==> src/dtd_pkg.sv <==
// Shared types and constants of the disparity-to-depth nearest tracker.
package dtd_pkg;

  // Register indexes of the configuration port
  localparam logic REG_NUMERATOR = 1'b0;
  localparam logic REG_INIT_MIN  = 1'b1;

  // Reset value of the starting minimum depth
  localparam logic [7:0] INIT_MIN_RESET = 8'd205;

  // Entries in the queue between front and back
  localparam int QDEPTH = 2;

  // Pixel as classified by the front
  typedef struct packed {
    logic [7:0]  disp;
    logic [9:0]  row;
    logic [10:0] col;
    logic        frame_start;
    logic        frame_end;
    logic        zero;   // disparity is zero: depth 0
    logic        sat;    // quotient is 256 or more: depth 255
    logic        track;  // position lies inside the tracked area
  } item_t;

  // Sequencer of the back
  typedef enum logic [1:0] {
    ST_IDLE,
    ST_DIV,
    ST_FIN
  } back_state_t;

endpackage

==> src/disparity_to_depth_nearest_tracker.sv <==
// Top level: configuration registers, front, queue and back of the depth tracker.
//
// Each pixel beat carries an 8-bit disparity with its row and column; each gives one
// result beat with depth = round(depth_numerator / (256 * disparity)), ties to even,
// saturated at 255, and 0 for zero disparity. The beat marked tlast also carries the
// frame summary: the smallest tracked depth at or below initial_min_depth and the box
// of pixels at that depth. A pixel with nonzero disparity whose quotient fits in 8
// bits passes through load, 8 steps of the one-bit-a-cycle divider and finish in the
// back; a zero or saturating disparity goes from load straight to finish. The front
// and a 2-entry queue take further pixels while the divider works; a stalled result
// holds off the input only once four more pixels are waiting behind it (one in the
// back, two queued, one in the front).
module disparity_to_depth_nearest_tracker #(
  parameter int MAX_ROWS = 1024,
  parameter int MAX_COLS = 2048
) (
  input  logic        clk,
  input  logic        rst_n,
  input  logic        cfg_we,
  input  logic        cfg_addr,
  input  logic [31:0] cfg_wdata,
  input  logic        in_tvalid,
  output logic        in_tready,
  input  logic [31:0] in_tdata,   // disparity[7:0], row[17:8], column[28:18], zeros
  input  logic        in_tuser,   // frame_start
  input  logic        in_tlast,   // frame_end
  output logic        out_tvalid,
  input  logic        out_tready,
  output logic [63:0] out_tdata,  // depth[7:0], nearest_depth[15:8], near_first_row[25:16],
                                  // near_left_column[36:26], near_last_row[46:37],
                                  // near_right_column[57:47], zeros
  output logic        out_tlast   // frame_done
);
  import dtd_pkg::*;

  logic [31:0] num_r;
  logic [7:0]  init_min_r;
  logic        q_full;
  logic        q_empty;
  logic        push;
  logic        pop;
  item_t       push_item;
  item_t       pop_item;

  // Configuration registers
  always_ff @(posedge clk) begin
    if (!rst_n) begin
      num_r      <= '0;
      init_min_r <= INIT_MIN_RESET;
    end else if (cfg_we) begin
      case (cfg_addr)
        REG_NUMERATOR: num_r      <= cfg_wdata;
        REG_INIT_MIN:  init_min_r <= cfg_wdata[7:0];
        default: ;
      endcase
    end
  end

  dtd_front #(
    .MAX_ROWS (MAX_ROWS),
    .MAX_COLS (MAX_COLS)
  ) u_front (
    .clk       (clk),
    .rst_n     (rst_n),
    .in_tvalid (in_tvalid),
    .in_tready (in_tready),
    .in_tdata  (in_tdata),
    .in_tuser  (in_tuser),
    .in_tlast  (in_tlast),
    .numerator (num_r),
    .q_full    (q_full),
    .push      (push),
    .push_item (push_item)
  );

  dtd_queue u_queue (
    .clk       (clk),
    .rst_n     (rst_n),
    .push      (push),
    .push_item (push_item),
    .full      (q_full),
    .pop       (pop),
    .pop_item  (pop_item),
    .empty     (q_empty)
  );

  dtd_back u_back (
    .clk        (clk),
    .rst_n      (rst_n),
    .q_valid    (!q_empty),
    .q_item     (pop_item),
    .pop        (pop),
    .numerator  (num_r),
    .init_min   (init_min_r),
    .out_tvalid (out_tvalid),
    .out_tready (out_tready),
    .out_tdata  (out_tdata),
    .out_tlast  (out_tlast)
  );

endmodule

==> src/dtd_front.sv <==
// Front: takes pixel beats, classifies them and hands them to the queue.
module dtd_front #(
  parameter int MAX_ROWS = 1024,
  parameter int MAX_COLS = 2048
) (
  input  logic           clk,
  input  logic           rst_n,
  input  logic           in_tvalid,
  output logic           in_tready,
  input  logic [31:0]    in_tdata,   // disparity[7:0], row[17:8], column[28:18], zeros
  input  logic           in_tuser,   // frame_start
  input  logic           in_tlast,   // frame_end
  input  logic [31:0]    numerator,
  input  logic           q_full,
  output logic           push,
  output dtd_pkg::item_t push_item
);
  import dtd_pkg::*;

  logic  valid_r;
  item_t item_r;
  item_t item_nxt;
  logic  take;

  assign push      = valid_r && !q_full;
  assign in_tready = !valid_r || !q_full;
  assign take      = in_tvalid && in_tready;
  assign push_item = item_r;

  // Classify the incoming pixel
  always_comb begin
    item_nxt.disp        = in_tdata[7:0];
    item_nxt.row         = in_tdata[17:8];
    item_nxt.col         = in_tdata[28:18];
    item_nxt.frame_start = in_tuser;
    item_nxt.frame_end   = in_tlast;
    item_nxt.zero        = (in_tdata[7:0] == 8'd0);
    // q >= 256 exactly when numerator >= disparity << 16
    item_nxt.sat         = (in_tdata[7:0] != 8'd0) &&
                           (numerator[31:16] >= {8'd0, in_tdata[7:0]});
    item_nxt.track       = (32'(in_tdata[17:8]) < 32'(MAX_ROWS)) &&
                           (32'(in_tdata[28:18]) < 32'(MAX_COLS));
  end

  always_ff @(posedge clk) begin
    if (!rst_n) begin
      valid_r <= 1'b0;
    end else if (take) begin
      valid_r <= 1'b1;
    end else if (push) begin
      valid_r <= 1'b0;
    end
  end

  always_ff @(posedge clk) begin
    if (take) begin
      item_r <= item_nxt;
    end
  end

endmodule

==> src/dtd_queue.sv <==
// Short queue of classified pixels between front and back.
module dtd_queue (
  input  logic           clk,
  input  logic           rst_n,
  input  logic           push,
  input  dtd_pkg::item_t push_item,
  output logic           full,
  input  logic           pop,
  output dtd_pkg::item_t pop_item,
  output logic           empty
);
  import dtd_pkg::*;

  localparam int PTR_W = (QDEPTH > 1) ? $clog2(QDEPTH) : 1;
  localparam int CNT_W = $clog2(QDEPTH + 1);

  item_t             entry_r [QDEPTH];
  logic [PTR_W-1:0]  wr_ptr_r;
  logic [PTR_W-1:0]  rd_ptr_r;
  logic [CNT_W-1:0]  count_r;

  assign full     = (count_r == CNT_W'(QDEPTH));
  assign empty    = (count_r == '0);
  assign pop_item = entry_r[rd_ptr_r];

  function automatic logic [PTR_W-1:0] ptr_inc(input logic [PTR_W-1:0] p);
    ptr_inc = (p == PTR_W'(QDEPTH - 1)) ? '0 : p + 1'b1;
  endfunction

  // Pointers and fill count
  always_ff @(posedge clk) begin
    if (!rst_n) begin
      wr_ptr_r <= '0;
      rd_ptr_r <= '0;
      count_r  <= '0;
    end else begin
      if (push) begin
        wr_ptr_r <= ptr_inc(wr_ptr_r);
      end
      if (pop) begin
        rd_ptr_r <= ptr_inc(rd_ptr_r);
      end
      if (push && !pop) begin
        count_r <= count_r + 1'b1;
      end else if (pop && !push) begin
        count_r <= count_r - 1'b1;
      end
    end
  end

  always_ff @(posedge clk) begin
    if (push) begin
      entry_r[wr_ptr_r] <= push_item;
    end
  end

endmodule

==> src/dtd_back.sv <==
// Back: bit-serial rounding divider, nearest-depth tracker and result register.
module dtd_back (
  input  logic           clk,
  input  logic           rst_n,
  input  logic           q_valid,
  input  dtd_pkg::item_t q_item,
  output logic           pop,
  input  logic [31:0]    numerator,
  input  logic [7:0]     init_min,
  output logic           out_tvalid,
  input  logic           out_tready,
  output logic [63:0]    out_tdata,
  output logic           out_tlast
);
  import dtd_pkg::*;

  back_state_t state_r, state_nxt;
  logic [2:0]  cnt_r, cnt_nxt;
  item_t       item_r, item_nxt;
  logic [15:0] rem_r, rem_nxt;
  logic [7:0]  quo_r, quo_nxt;

  // Tracker state
  logic [7:0]  min_r, min_nxt;
  logic [9:0]  fr_r, fr_nxt;
  logic [10:0] lc_r, lc_nxt;
  logic [9:0]  lr_r, lr_nxt;
  logic [10:0] rc_r, rc_nxt;

  // Result register
  logic        out_valid_r, out_valid_nxt;
  logic        out_last_r, out_last_nxt;
  logic [63:0] out_data_r, out_data_nxt;

  logic [15:0] den;
  logic [7:0]  num_lo;
  logic [16:0] rs;
  logic [16:0] diff;
  logic        ge;
  logic [16:0] rem2;
  logic        round_up;
  logic [8:0]  q_rnd;
  logic [7:0]  depth;
  logic        out_free;
  logic        trk;
  logic [7:0]  b_min;
  logic [9:0]  b_fr;
  logic [10:0] b_lc;
  logic [9:0]  b_lr;
  logic [10:0] b_rc;

  assign out_tvalid = out_valid_r;
  assign out_tlast  = out_last_r;
  assign out_tdata  = out_data_r;
  assign out_free   = !out_valid_r || out_tready;

  // One restoring division step per cycle
  assign den    = {item_r.disp, 8'd0};
  assign num_lo = numerator[7:0];
  assign rs     = {rem_r, num_lo[cnt_r]};
  assign diff   = rs - {1'b0, den};
  assign ge     = (rs >= {1'b0, den});

  // Round to nearest, ties to even, then saturate
  assign rem2     = {rem_r, 1'b0};
  assign round_up = (rem2 > {1'b0, den}) || ((rem2 == {1'b0, den}) && quo_r[0]);
  assign q_rnd    = {1'b0, quo_r} + {8'd0, round_up};

  always_comb begin
    if (item_r.zero) begin
      depth = 8'd0;
    end else if (item_r.sat || q_rnd[8]) begin
      depth = 8'hFF;
    end else begin
      depth = q_rnd[7:0];
    end
  end

  // Tracker base: frame start reloads the threshold and clears the box
  always_comb begin
    if (item_r.frame_start) begin
      b_min = init_min;
      b_fr  = '0;
      b_lc  = '0;
      b_lr  = '0;
      b_rc  = '0;
    end else begin
      b_min = min_r;
      b_fr  = fr_r;
      b_lc  = lc_r;
      b_lr  = lr_r;
      b_rc  = rc_r;
    end
  end

  assign trk = (depth != 8'd0) && item_r.track;

  // Sequencer, tracker update and result load
  always_comb begin
    state_nxt     = state_r;
    cnt_nxt       = cnt_r;
    item_nxt      = item_r;
    rem_nxt       = rem_r;
    quo_nxt       = quo_r;
    min_nxt       = min_r;
    fr_nxt        = fr_r;
    lc_nxt        = lc_r;
    lr_nxt        = lr_r;
    rc_nxt        = rc_r;
    out_valid_nxt = out_valid_r && !out_tready;
    out_last_nxt  = out_last_r;
    out_data_nxt  = out_data_r;
    pop           = 1'b0;

    case (state_r)
      ST_IDLE: begin
        if (q_valid) begin
          pop      = 1'b1;
          item_nxt = q_item;
          rem_nxt  = numerator[23:8];
          quo_nxt  = '0;
          cnt_nxt  = 3'd7;
          state_nxt = (q_item.zero || q_item.sat) ? ST_FIN : ST_DIV;
        end
      end
      ST_DIV: begin
        rem_nxt = ge ? diff[15:0] : rs[15:0];
        quo_nxt = {quo_r[6:0], ge};
        cnt_nxt = cnt_r - 3'd1;
        if (cnt_r == 3'd0) begin
          state_nxt = ST_FIN;
        end
      end
      ST_FIN: begin
        if (out_free) begin
          min_nxt = b_min;
          fr_nxt  = b_fr;
          lc_nxt  = b_lc;
          lr_nxt  = b_lr;
          rc_nxt  = b_rc;
          if (trk && (depth < b_min)) begin
            min_nxt = depth;
            fr_nxt  = item_r.row;
            lc_nxt  = item_r.col;
            lr_nxt  = item_r.row;
            rc_nxt  = item_r.col;
          end else if (trk && (depth == b_min)) begin
            lc_nxt = (item_r.col < b_lc) ? item_r.col : b_lc;
            rc_nxt = (item_r.col > b_rc) ? item_r.col : b_rc;
            lr_nxt = item_r.row;
          end
          out_valid_nxt = 1'b1;
          out_last_nxt  = item_r.frame_end;
          if (item_r.frame_end) begin
            out_data_nxt = {6'd0, rc_nxt, lr_nxt, lc_nxt, fr_nxt, min_nxt, depth};
          end else begin
            out_data_nxt = {56'd0, depth};
          end
          state_nxt = ST_IDLE;
        end
      end
      default: begin
        state_nxt = ST_IDLE;
      end
    endcase
  end

  // Control and tracker state
  always_ff @(posedge clk) begin
    if (!rst_n) begin
      state_r     <= ST_IDLE;
      cnt_r       <= '0;
      out_valid_r <= 1'b0;
      min_r       <= INIT_MIN_RESET;
      fr_r        <= '0;
      lc_r        <= '0;
      lr_r        <= '0;
      rc_r        <= '0;
    end else begin
      state_r     <= state_nxt;
      cnt_r       <= cnt_nxt;
      out_valid_r <= out_valid_nxt;
      min_r       <= min_nxt;
      fr_r        <= fr_nxt;
      lc_r        <= lc_nxt;
      lr_r        <= lr_nxt;
      rc_r        <= rc_nxt;
    end
  end

  // Datapath
  always_ff @(posedge clk) begin
    item_r     <= item_nxt;
    rem_r      <= rem_nxt;
    quo_r      <= quo_nxt;
    out_last_r <= out_last_nxt;
    out_data_r <= out_data_nxt;
  end

`ifndef SYNTH
  // Box columns stay ordered
  a_box_order: assert property (@(posedge clk) disable iff (!rst_n)
    lc_r <= rc_r)
    else $error("nearest box left column past right column");

  // Divider counts down one step a cycle
  a_div_count: assert property (@(posedge clk) disable iff (!rst_n)
    (state_r == ST_DIV && cnt_r != 3'd0) |=>
      (state_r == ST_DIV && cnt_r == $past(cnt_r) - 3'd1))
    else $error("divider step count broken");

  // Summary fields are zero on beats that do not close a frame
  a_summary_zero: assert property (@(posedge clk) disable iff (!rst_n)
    (out_valid_r && !out_last_r) |-> (out_data_r[63:8] == 56'd0))
    else $error("summary fields set on non-final beat");

  // A finished pixel waits for the result register without losing its data
  a_fin_hold: assert property (@(posedge clk) disable iff (!rst_n)
    (state_r == ST_FIN && !out_free) |=> (state_r == ST_FIN && $stable(quo_r)))
    else $error("finished pixel lost while result stalled");
`endif

endmodule

==> config.mk <==
export PLATFORM = sky130hd
export DESIGN_NAME = disparity_to_depth_nearest_tracker
export DESIGN_NICKNAME = d
export VERILOG_FILES = /design/src/dtd_pkg.sv /design/src/disparity_to_depth_nearest_tracker.sv /design/src/dtd_front.sv /design/src/dtd_queue.sv /design/src/dtd_back.sv
export SDC_FILE = /design/constraint.sdc
export NUM_CORES = 1
export LEC_CHECK = 0
export ABC_CLOCK_PERIOD_IN_PS = 12700
export BUFFER_PORTS_ARGS = -buffer_cell sky130_fd_sc_hd__buf_2
export CORE_MARGIN = 8
export CORE_UTILIZATION = 55
export CTS_CLUSTER_DIAMETER = 150
export DETAILED_ROUTE_END_ITERATION = 7
export PLACE_DENSITY = 0.73
export SLEW_MARGIN = 20
export SYNTH_ARGS = -nofsm -noshare
export SYNTH_HDL_FRONTEND = slang
export SYNTH_SLANG_ARGS = --single-unit
==> constraint.sdc <==
create_clock -name clk -period 12.7 [get_ports clk]
set_input_delay 2.54 -clock clk [delete_from_list [all_inputs] [get_ports clk]]
set_output_delay 2.54 -clock clk [all_outputs]
set_load 0.1 [all_outputs]
======== Word-level counts from Yosys, hierarchy flattened ========
Memories as Yosys holds them, arrays and structs flattened. A register that Yosys moved wholly into a read port is not among the register bits.
Index checks and enable logic that the tools add are counted.
word-level totals
  register bits after elaboration ......... 257
  bits in writable memories ............... 66
  input port bits ......................... 72
  logic and storage cells ................. 140
  memories kept ........................... 1
memories
  name             words  width  read ports  clocked after Yosys merged registers in  wr ports  line             source
  u_queue.entry_r  2      33     1           1                                        1         dtd_queue.sv:17  item_t entry_r [QDEPTH];
cells by class
  add/sub/neg operators ................... 7
  order comparisons ....................... 7
  equality and inequality tests ........... 8
  muxes and demuxes ....................... 45
  bitwise gates (word level) .............. 2
  reductions and logical operators ........ 36
operator list
  cell                                                            count
  11-bit 2-to-1 mux                                               8
  10-bit 2-to-1 mux                                               5
  8-bit 2-to-1 mux                                                5
  16-bit 2-to-1 mux                                               2
  16-bit one-hot mux with 2 select lines                          1
  17-bit by 16-bit greater-or-equal comparator with 1-bit output  1
  17-bit by 16-bit > comparator with 1-bit output                 1
  16-bit by 15-bit equality test with 1-bit output                1
  16-bit by 8-bit greater-or-equal comparator with 1-bit output   1
  8-bit one-hot mux with 2 select lines                           1
  8-bit nonzero test                                              2
  16-bit subtractor                                               1
  1-bit 2-to-1 mux                                                13
  2-bit 2-to-1 mux                                                6
  11-bit > comparator                                             1
  11-bit less-than comparator                                     1
  1-bit logical AND                                               10
  2-bit AND reduction                                             5
  8-bit by 1-bit adder with 9-bit output                          1
  8-bit equality test                                             1
  8-bit zero test                                                 1
  8-bit less-than comparator                                      1
  1-bit zero test                                                 6
  2-bit one-hot mux with 3 select lines                           1
  other kinds (18)                                                29

======== Logic depth before layout (Yosys ltp) ========
  depth after elaboration ................. 12
  gate-level depth with buffers ........... 24
  gate-level depth less buffers ........... 22

======== Hierarchy ========
From an unflattened synthesis, not the netlist that was laid out.
second synthesis, totals
  cells, all modules ...................... 1120
  area, all modules ....................... 13938.4 um^2
by module, submodules not included
  module                              times used  cells an instance  area an instance (um^2)
  dtd_back                            1           747                8370.5
  dtd_queue                           1           128                2671.3
  disparity_to_depth_nearest_tracker  1           173                1612.8
  dtd_front                           1           72                 1283.7

======== Worst setup path before layout ========
Ideal clock, no wire load.
  path kind ............................... input -> register
  start point ............................. input port out_tready
  end point ............................... register u_back.lr_r[0]
  library setup time ...................... 118 ps
  data arrival time ....................... 5474 ps
  setup slack ............................. 7108 ps
  stages .................................. 6
  cells stage by stage .................... nand2b_1 nand2b_1 inv_1 clkbuf_1 o21ai_2 a32o_1
between the ends
  longest elaborated chain between the ends .. 2
RTL lines
  element                        line                                      source
  from (decl)                    disparity_to_depth_nearest_tracker.sv:28  input logic out_tready,
  1-bit logical OR               dtd_back.sv:55                            assign out_free = !out_valid_r || out_tready;
  2-bit AND reduction (no line)  -
  to (signal assigned)           dtd_back.sv:186                           lr_r <= lr_nxt;
  to (decl)                      dtd_back.sv:27                            logic [9:0] lr_r, lr_nxt;
Every way passes these cells.
A chain may end at the register's enable or synchronous reset.

======== Worst setup path in the final report ========
  start point ............................. register u_back.rem_r[12]
  end point ............................... register u_back.min_r[7]
between the ends
  longest elaborated chain between the ends .. 11
  elaborated cells between the ends (all ways) .. 13
RTL lines
  element                                                                                                  line             source
  from (decl)                                                                                              dtd_back.sv:20   logic [15:0] rem_r, rem_nxt;
  from (signal assigned)                                                                                   dtd_back.sv:194  rem_r <= rem_nxt;
  parallel branches: the longest is 2 deep, another holds 17-bit by 16-bit > comparator with 1-bit output  -
  1-bit logical OR (*)                                                                                     dtd_back.sv:66   assign round_up = (rem2 > {1'b0, den}) || ((rem2 == {1'b0, den}) && quo_r[0]);
  8-bit by 1-bit adder with 9-bit output (*)                                                               dtd_back.sv:67   assign q_rnd = {1'b0, quo_r} + {8'd0, round_up};
  1-bit logical OR                                                                                         dtd_back.sv:72   end else if (item_r.sat || q_rnd[8]) begin
  8-bit 2-to-1 mux (*)                                                                                     dtd_back.sv:72
  8-bit 2-to-1 mux (*)                                                                                     dtd_back.sv:70   if (item_r.zero) begin
  net u_back.depth[1]                                                                                      dtd_back.sv:43   logic [7:0] depth;
  parallel branches: the longest is 2 deep, another holds 8-bit less-than comparator                       -
  1-bit logical AND (*)                                                                                    dtd_back.sv:141  if (trk && (depth < b_min)) begin
  8-bit 2-to-1 mux (*)                                                                                     dtd_back.sv:141
  to (signal assigned)                                                                                     dtd_back.sv:183  min_r <= min_nxt;
  to (decl)                                                                                                dtd_back.sv:24   logic [7:0] min_r, min_nxt;
Mark *: on every way through the listed nets, which the timed path passes.

==> impl_metrics.env <==
export IMPL_status="complete, no violations"
export IMPL_syn_mean_instance_area_um2=12.1
export IMPL_max_slew_margin=0.297
export IMPL_die_area_mm2=0.0310
export IMPL_root_buffer="clkbuf_16"
export IMPL_top_layer="met4"
export IMPL_netlist_area_leader_share=0.458
export IMPL_synth_xor_area_share=0.00993
export IMPL_io_pins=139
export IMPL_fillers=1966
export IMPL_rsz0062_at_grt="false"
export IMPL_syn_inst=1164
export IMPL_ys_warn_count=0
export IMPL_vias=8902
export IMPL_cts_resized=0
export IMPL_drt_iter0_drc=588
export IMPL_maxSlewViolCount=0
export IMPL_via_per_inst=5.47
export IMPL_antenna_found_initial=0
export IMPL_yosys_area_share_simple=0.130
export IMPL_cts_setup_buffers=0
export IMPL_grt_usage=0.176
export IMPL_fin_area_mm2=0.0159
export IMPL_p_leak_nw=6.08
export IMPL_dr_pass1_iters=5
export IMPL_synthAdderAreaFrac=0.0458
export IMPL_dpl_hpwl_um=18700
export IMPL_wl_met3_um=1520
export IMPL_die_x_um=176
export IMPL_critPathCaptureType="flop"
export IMPL_cpLargestDelayFamily="simple AND/OR/NAND/NOR gates"
export IMPL_worstPathArrival_ns=6.25
export IMPL_crit_buf_inv=0
export IMPL_slowest_stage="nand3_2"
export IMPL_synth_top_cell_by_area="edfxtp_1"
export IMPL_synthMuxAreaShare=0.0801
export IMPL_worstPathRequired_ns=13.11
export IMPL_rows=58
export IMPL_synthTopCellsByArea="edfxtp_1 (46%), dfxtp_1 (14%), nand2_1 (4.8%)"
export IMPL_htreeDepth=1
export IMPL_place_area_mm2=0.0150
export IMPL_whs_ns=0.443
export IMPL_wl_met1_um=12200
export IMPL_ys_seq_area_frac=0.602
export IMPL_hold_viol_final=0
export IMPL_final_nets=1397
export IMPL_worstMarginPinSlew_ns=1.05
export IMPL_routedWlPerCell_um=17.1
export IMPL_cp_max_fo=16
export IMPL_synth_ff_latch_count=317
export IMPL_reg2reg_slack_ns=6.86
export IMPL_clock_sinks=317
export IMPL_clockBufferDepth=3
export IMPL_synth_top_flop_cell="edfxtp_1"
export IMPL_synthToLayoutAreaGrowth_pct=12.9
export IMPL_setup_worst_path_class="reg -> reg"
export IMPL_route_met2_wl_um=13500
export IMPL_fin_util=0.633
export IMPL_final_antenna_net_count=0
export IMPL_period_minus_slack_ns=5.84
export IMPL_clk_pin_slew_ns=0.06
export IMPL_diodes=0
export IMPL_synth_edff_count=215
export IMPL_port_buffers=129
export IMPL_drive_above_1_share=0.202
export IMPL_dp_slack_ns=6.82
export IMPL_ctsHoldBuffers=0
export IMPL_grt_overflow=0
export IMPL_stdcell_count=1627
export IMPL_cts_tree="built"
export IMPL_setup_ws_ns=6.86
export IMPL_syn_cell_area_mm2=0.0141
export IMPL_core_mm2=0.0252
export IMPL_synth_compound_area_frac=0.0966
export IMPL_grt_start_max_net_pins=115
export IMPL_power_density_mw_per_mm2=247
export IMPL_place_congestion=0.814
export IMPL_wl_um=27800
export IMPL_maxCapViolations=0
export IMPL_synth_top_family_by_area="simple AND/OR/NAND/NOR gates"
export IMPL_clk_latency_ns=0.56
export IMPL_cts_made_buffers=30
export IMPL_grt_pass1_wl_um=44700
export IMPL_max_vdd_ir_drop_mv=0.162
export IMPL_cpMostUsedCell="ha_1"
export IMPL_hp_class="reg -> reg"
export IMPL_die_h_um=176
export IMPL_place_inst=1572
export IMPL_slowest_delay_ns=0.56
export IMPL_fmax_mhz=171
export IMPL_drc_errors=0
export IMPL_fin_crit_sh=0.459
export IMPL_async_reset_ff_frac=0
export IMPL_tns_ns=0
export IMPL_grt_pass1_vias=8819
export IMPL_power_mw=3.94
export IMPL_cp_cell_sequence="ha_1, and4b_1, nand3_1, nor3_1, mux2_2, ha_1, ha_1, and4_4, and2_1, a31oi_1, a21oi_1, ha_1, nor2b_1, o211ai_1, a21oi_1, nor2_1, nand3_2, and2_1, o311ai_0"
export IMPL_start_util=0.560
export IMPL_cp_start_kind="flop"
export IMPL_fin_skew_ns=0.0210
export IMPL_yosysUniqueCellTypes=70
export IMPL_setup_viol=0
-- worst reg2reg max path, cell delays in order (launching register included) --
cell and delay [ns]:
edfxtp_1 0.41, ha_1 0.38, and4b_1 0.24, nand3_1 0.13
nor3_1 0.23, mux2_2 0.36, ha_1 0.22, ha_1 0.25
and4_4 0.22, and2_1 0.19, a31oi_1 0.40, a21oi_1 0.23
ha_1 0.34, nor2b_1 0.13, o211ai_1 0.15, a21oi_1 0.11
nor2_1 0.45, nand3_2 0.56, and2_1 0.37, o311ai_0 0.34
-- area by class of cell --
| cell class | count | area, um^2 | area share |
|---|---|---|---|
| Tap cell | 330 | 413 | 0.0259 |
| Inverter | 47 | 178 | 0.0112 |
| Multi-Input combinational cell | 737 | 5160 | 0.324 |
| Clock buffer | 40 | 820 | 0.0514 |
| Clock inverter | 15 | 131 | 0.00825 |
| Sequential cell | 317 | 8500 | 0.533 |
| Timing Repair Buffer | 141 | 736 | 0.0462 |
-- kinds of logic (layout without fill, tap and decap cells) --
logic type,after synthesis,count (layout)
muxes,101,101
xor gates and xnor gates,16,16
other,1,6
adders and majority gates,51,51
and+or+nand+nor,373,373
DFF,317,317
AOI/OAI and AO/OA,190,190
buffers and inverters,115,243
-- routing by layer --
metal / track usage / vias to the layer above
met5: 0 / -
met4: 0.0548 / 0
met3: 0.0301 / 41
met2: 0.302 / 220
met1: 0.225 / 4261
li1: - / 4380
-- synth_stat cells (3+ instances only) --
| cell type | count |
|---|---|
| dfxtp_1 | 102 |
| a21boi_1 | 17 |
| or3b_1 | 8 |
| and3_1 | 12 |
| ha_1 | 50 |
| or2_2 | 4 |
| a31oi_1 | 8 |
| nand4_1 | 6 |
| mux2_2 | 53 |
| inv_1 | 47 |
| nand2_1 | 181 |
| clkbuf_1 | 46 |
| edfxtp_1 | 215 |
| xor2_1 | 6 |
| nand2b_1 | 29 |
| nand3_1 | 14 |
| o21ai_0 | 18 |
| a21boi_0 | 45 |
| buf_4 | 8 |
| xnor2_1 | 10 |
| buf_2 | 8 |
| buf_6 | 3 |
| o21a_1 | 4 |
| and2_1 | 28 |
| nand3b_1 | 13 |
| buf_1 | 3 |
| nor3_1 | 6 |
| a21o_1 | 7 |
| nor2_1 | 43 |
| o211ai_1 | 5 |
| nor2b_1 | 7 |
| a21oi_1 | 46 |
| mux2_1 | 18 |
| nor4_1 | 4 |
| mux2i_1 | 27 |
| a32o_1 | 20 |
-- path summary, 6_finish.rpt --
| path | start | end | depth (start not counted) |
|---|---|---|---|
| setup / recovery | u_back.rem_r[12] | u_back.min_r[7] | 19 |
| hold reg to reg | u_front.push_item[18] | u_queue.entry_r[1][17] | 0 |
| setup reg to reg | u_back.rem_r[12] | u_back.min_r[7] | 19 |
| hold / removal | u_front.push_item[18] | u_queue.entry_r[1][17] | 0 |
-- state kept, by name, indices dropped and copies added, names as in the netlist, named ones only --
name / flops
u_front.push_item: 33
u_back.den: 8
u_queue.wr_ptr_r: 1
num_r: 32
u_back.out_tlast: 1
init_min_r: 8
u_queue.rd_ptr_r: 1
u_back.rem_r: 16
u_back.out_tdata: 58
u_back.quo_r: 8
u_back.min_r: 8
u_front.valid_r: 1
u_back.cnt_r: 3
u_back.lr_r: 10
u_back.item_r: 25
u_back.lc_r: 11
u_queue.entry_r: 66
u_back.fr_r: 10
u_queue.count_r: 2
u_back.state_r: 2
u_back.out_tvalid: 1
u_back.rc_r: 11
-- where the power goes --
part,switching (mW),internal (mW)
Sequential,0.145,1.40
Combinational,1.05,0.476
Clock,0.369,0.492
Total,1.57,2.37
-- cells in the final DEF, fill, tap and decap left out, types with 7 or more instances in the layout --
cell and instances:
edfxtp_1 215, nand2_1 181, buf_2 129, dfxtp_1 102, mux2_2 53, ha_1 50, inv_1 46, a21oi_1 46
a21boi_0 45, nor2_1 41, clkbuf_16 31, nand2b_1 28, and2_1 28, mux2i_1 27, a32o_1 20, o21ai_0 18
mux2_1 18, a21boi_1 17, nand3_1 14, nand3b_1 13, and3_1 12, buf_4 12, xnor2_1 10, a31oi_1 8
or3b_1 8, clkbuf_1 8, a21o_1 7
(Power assumes the default switching activity.)
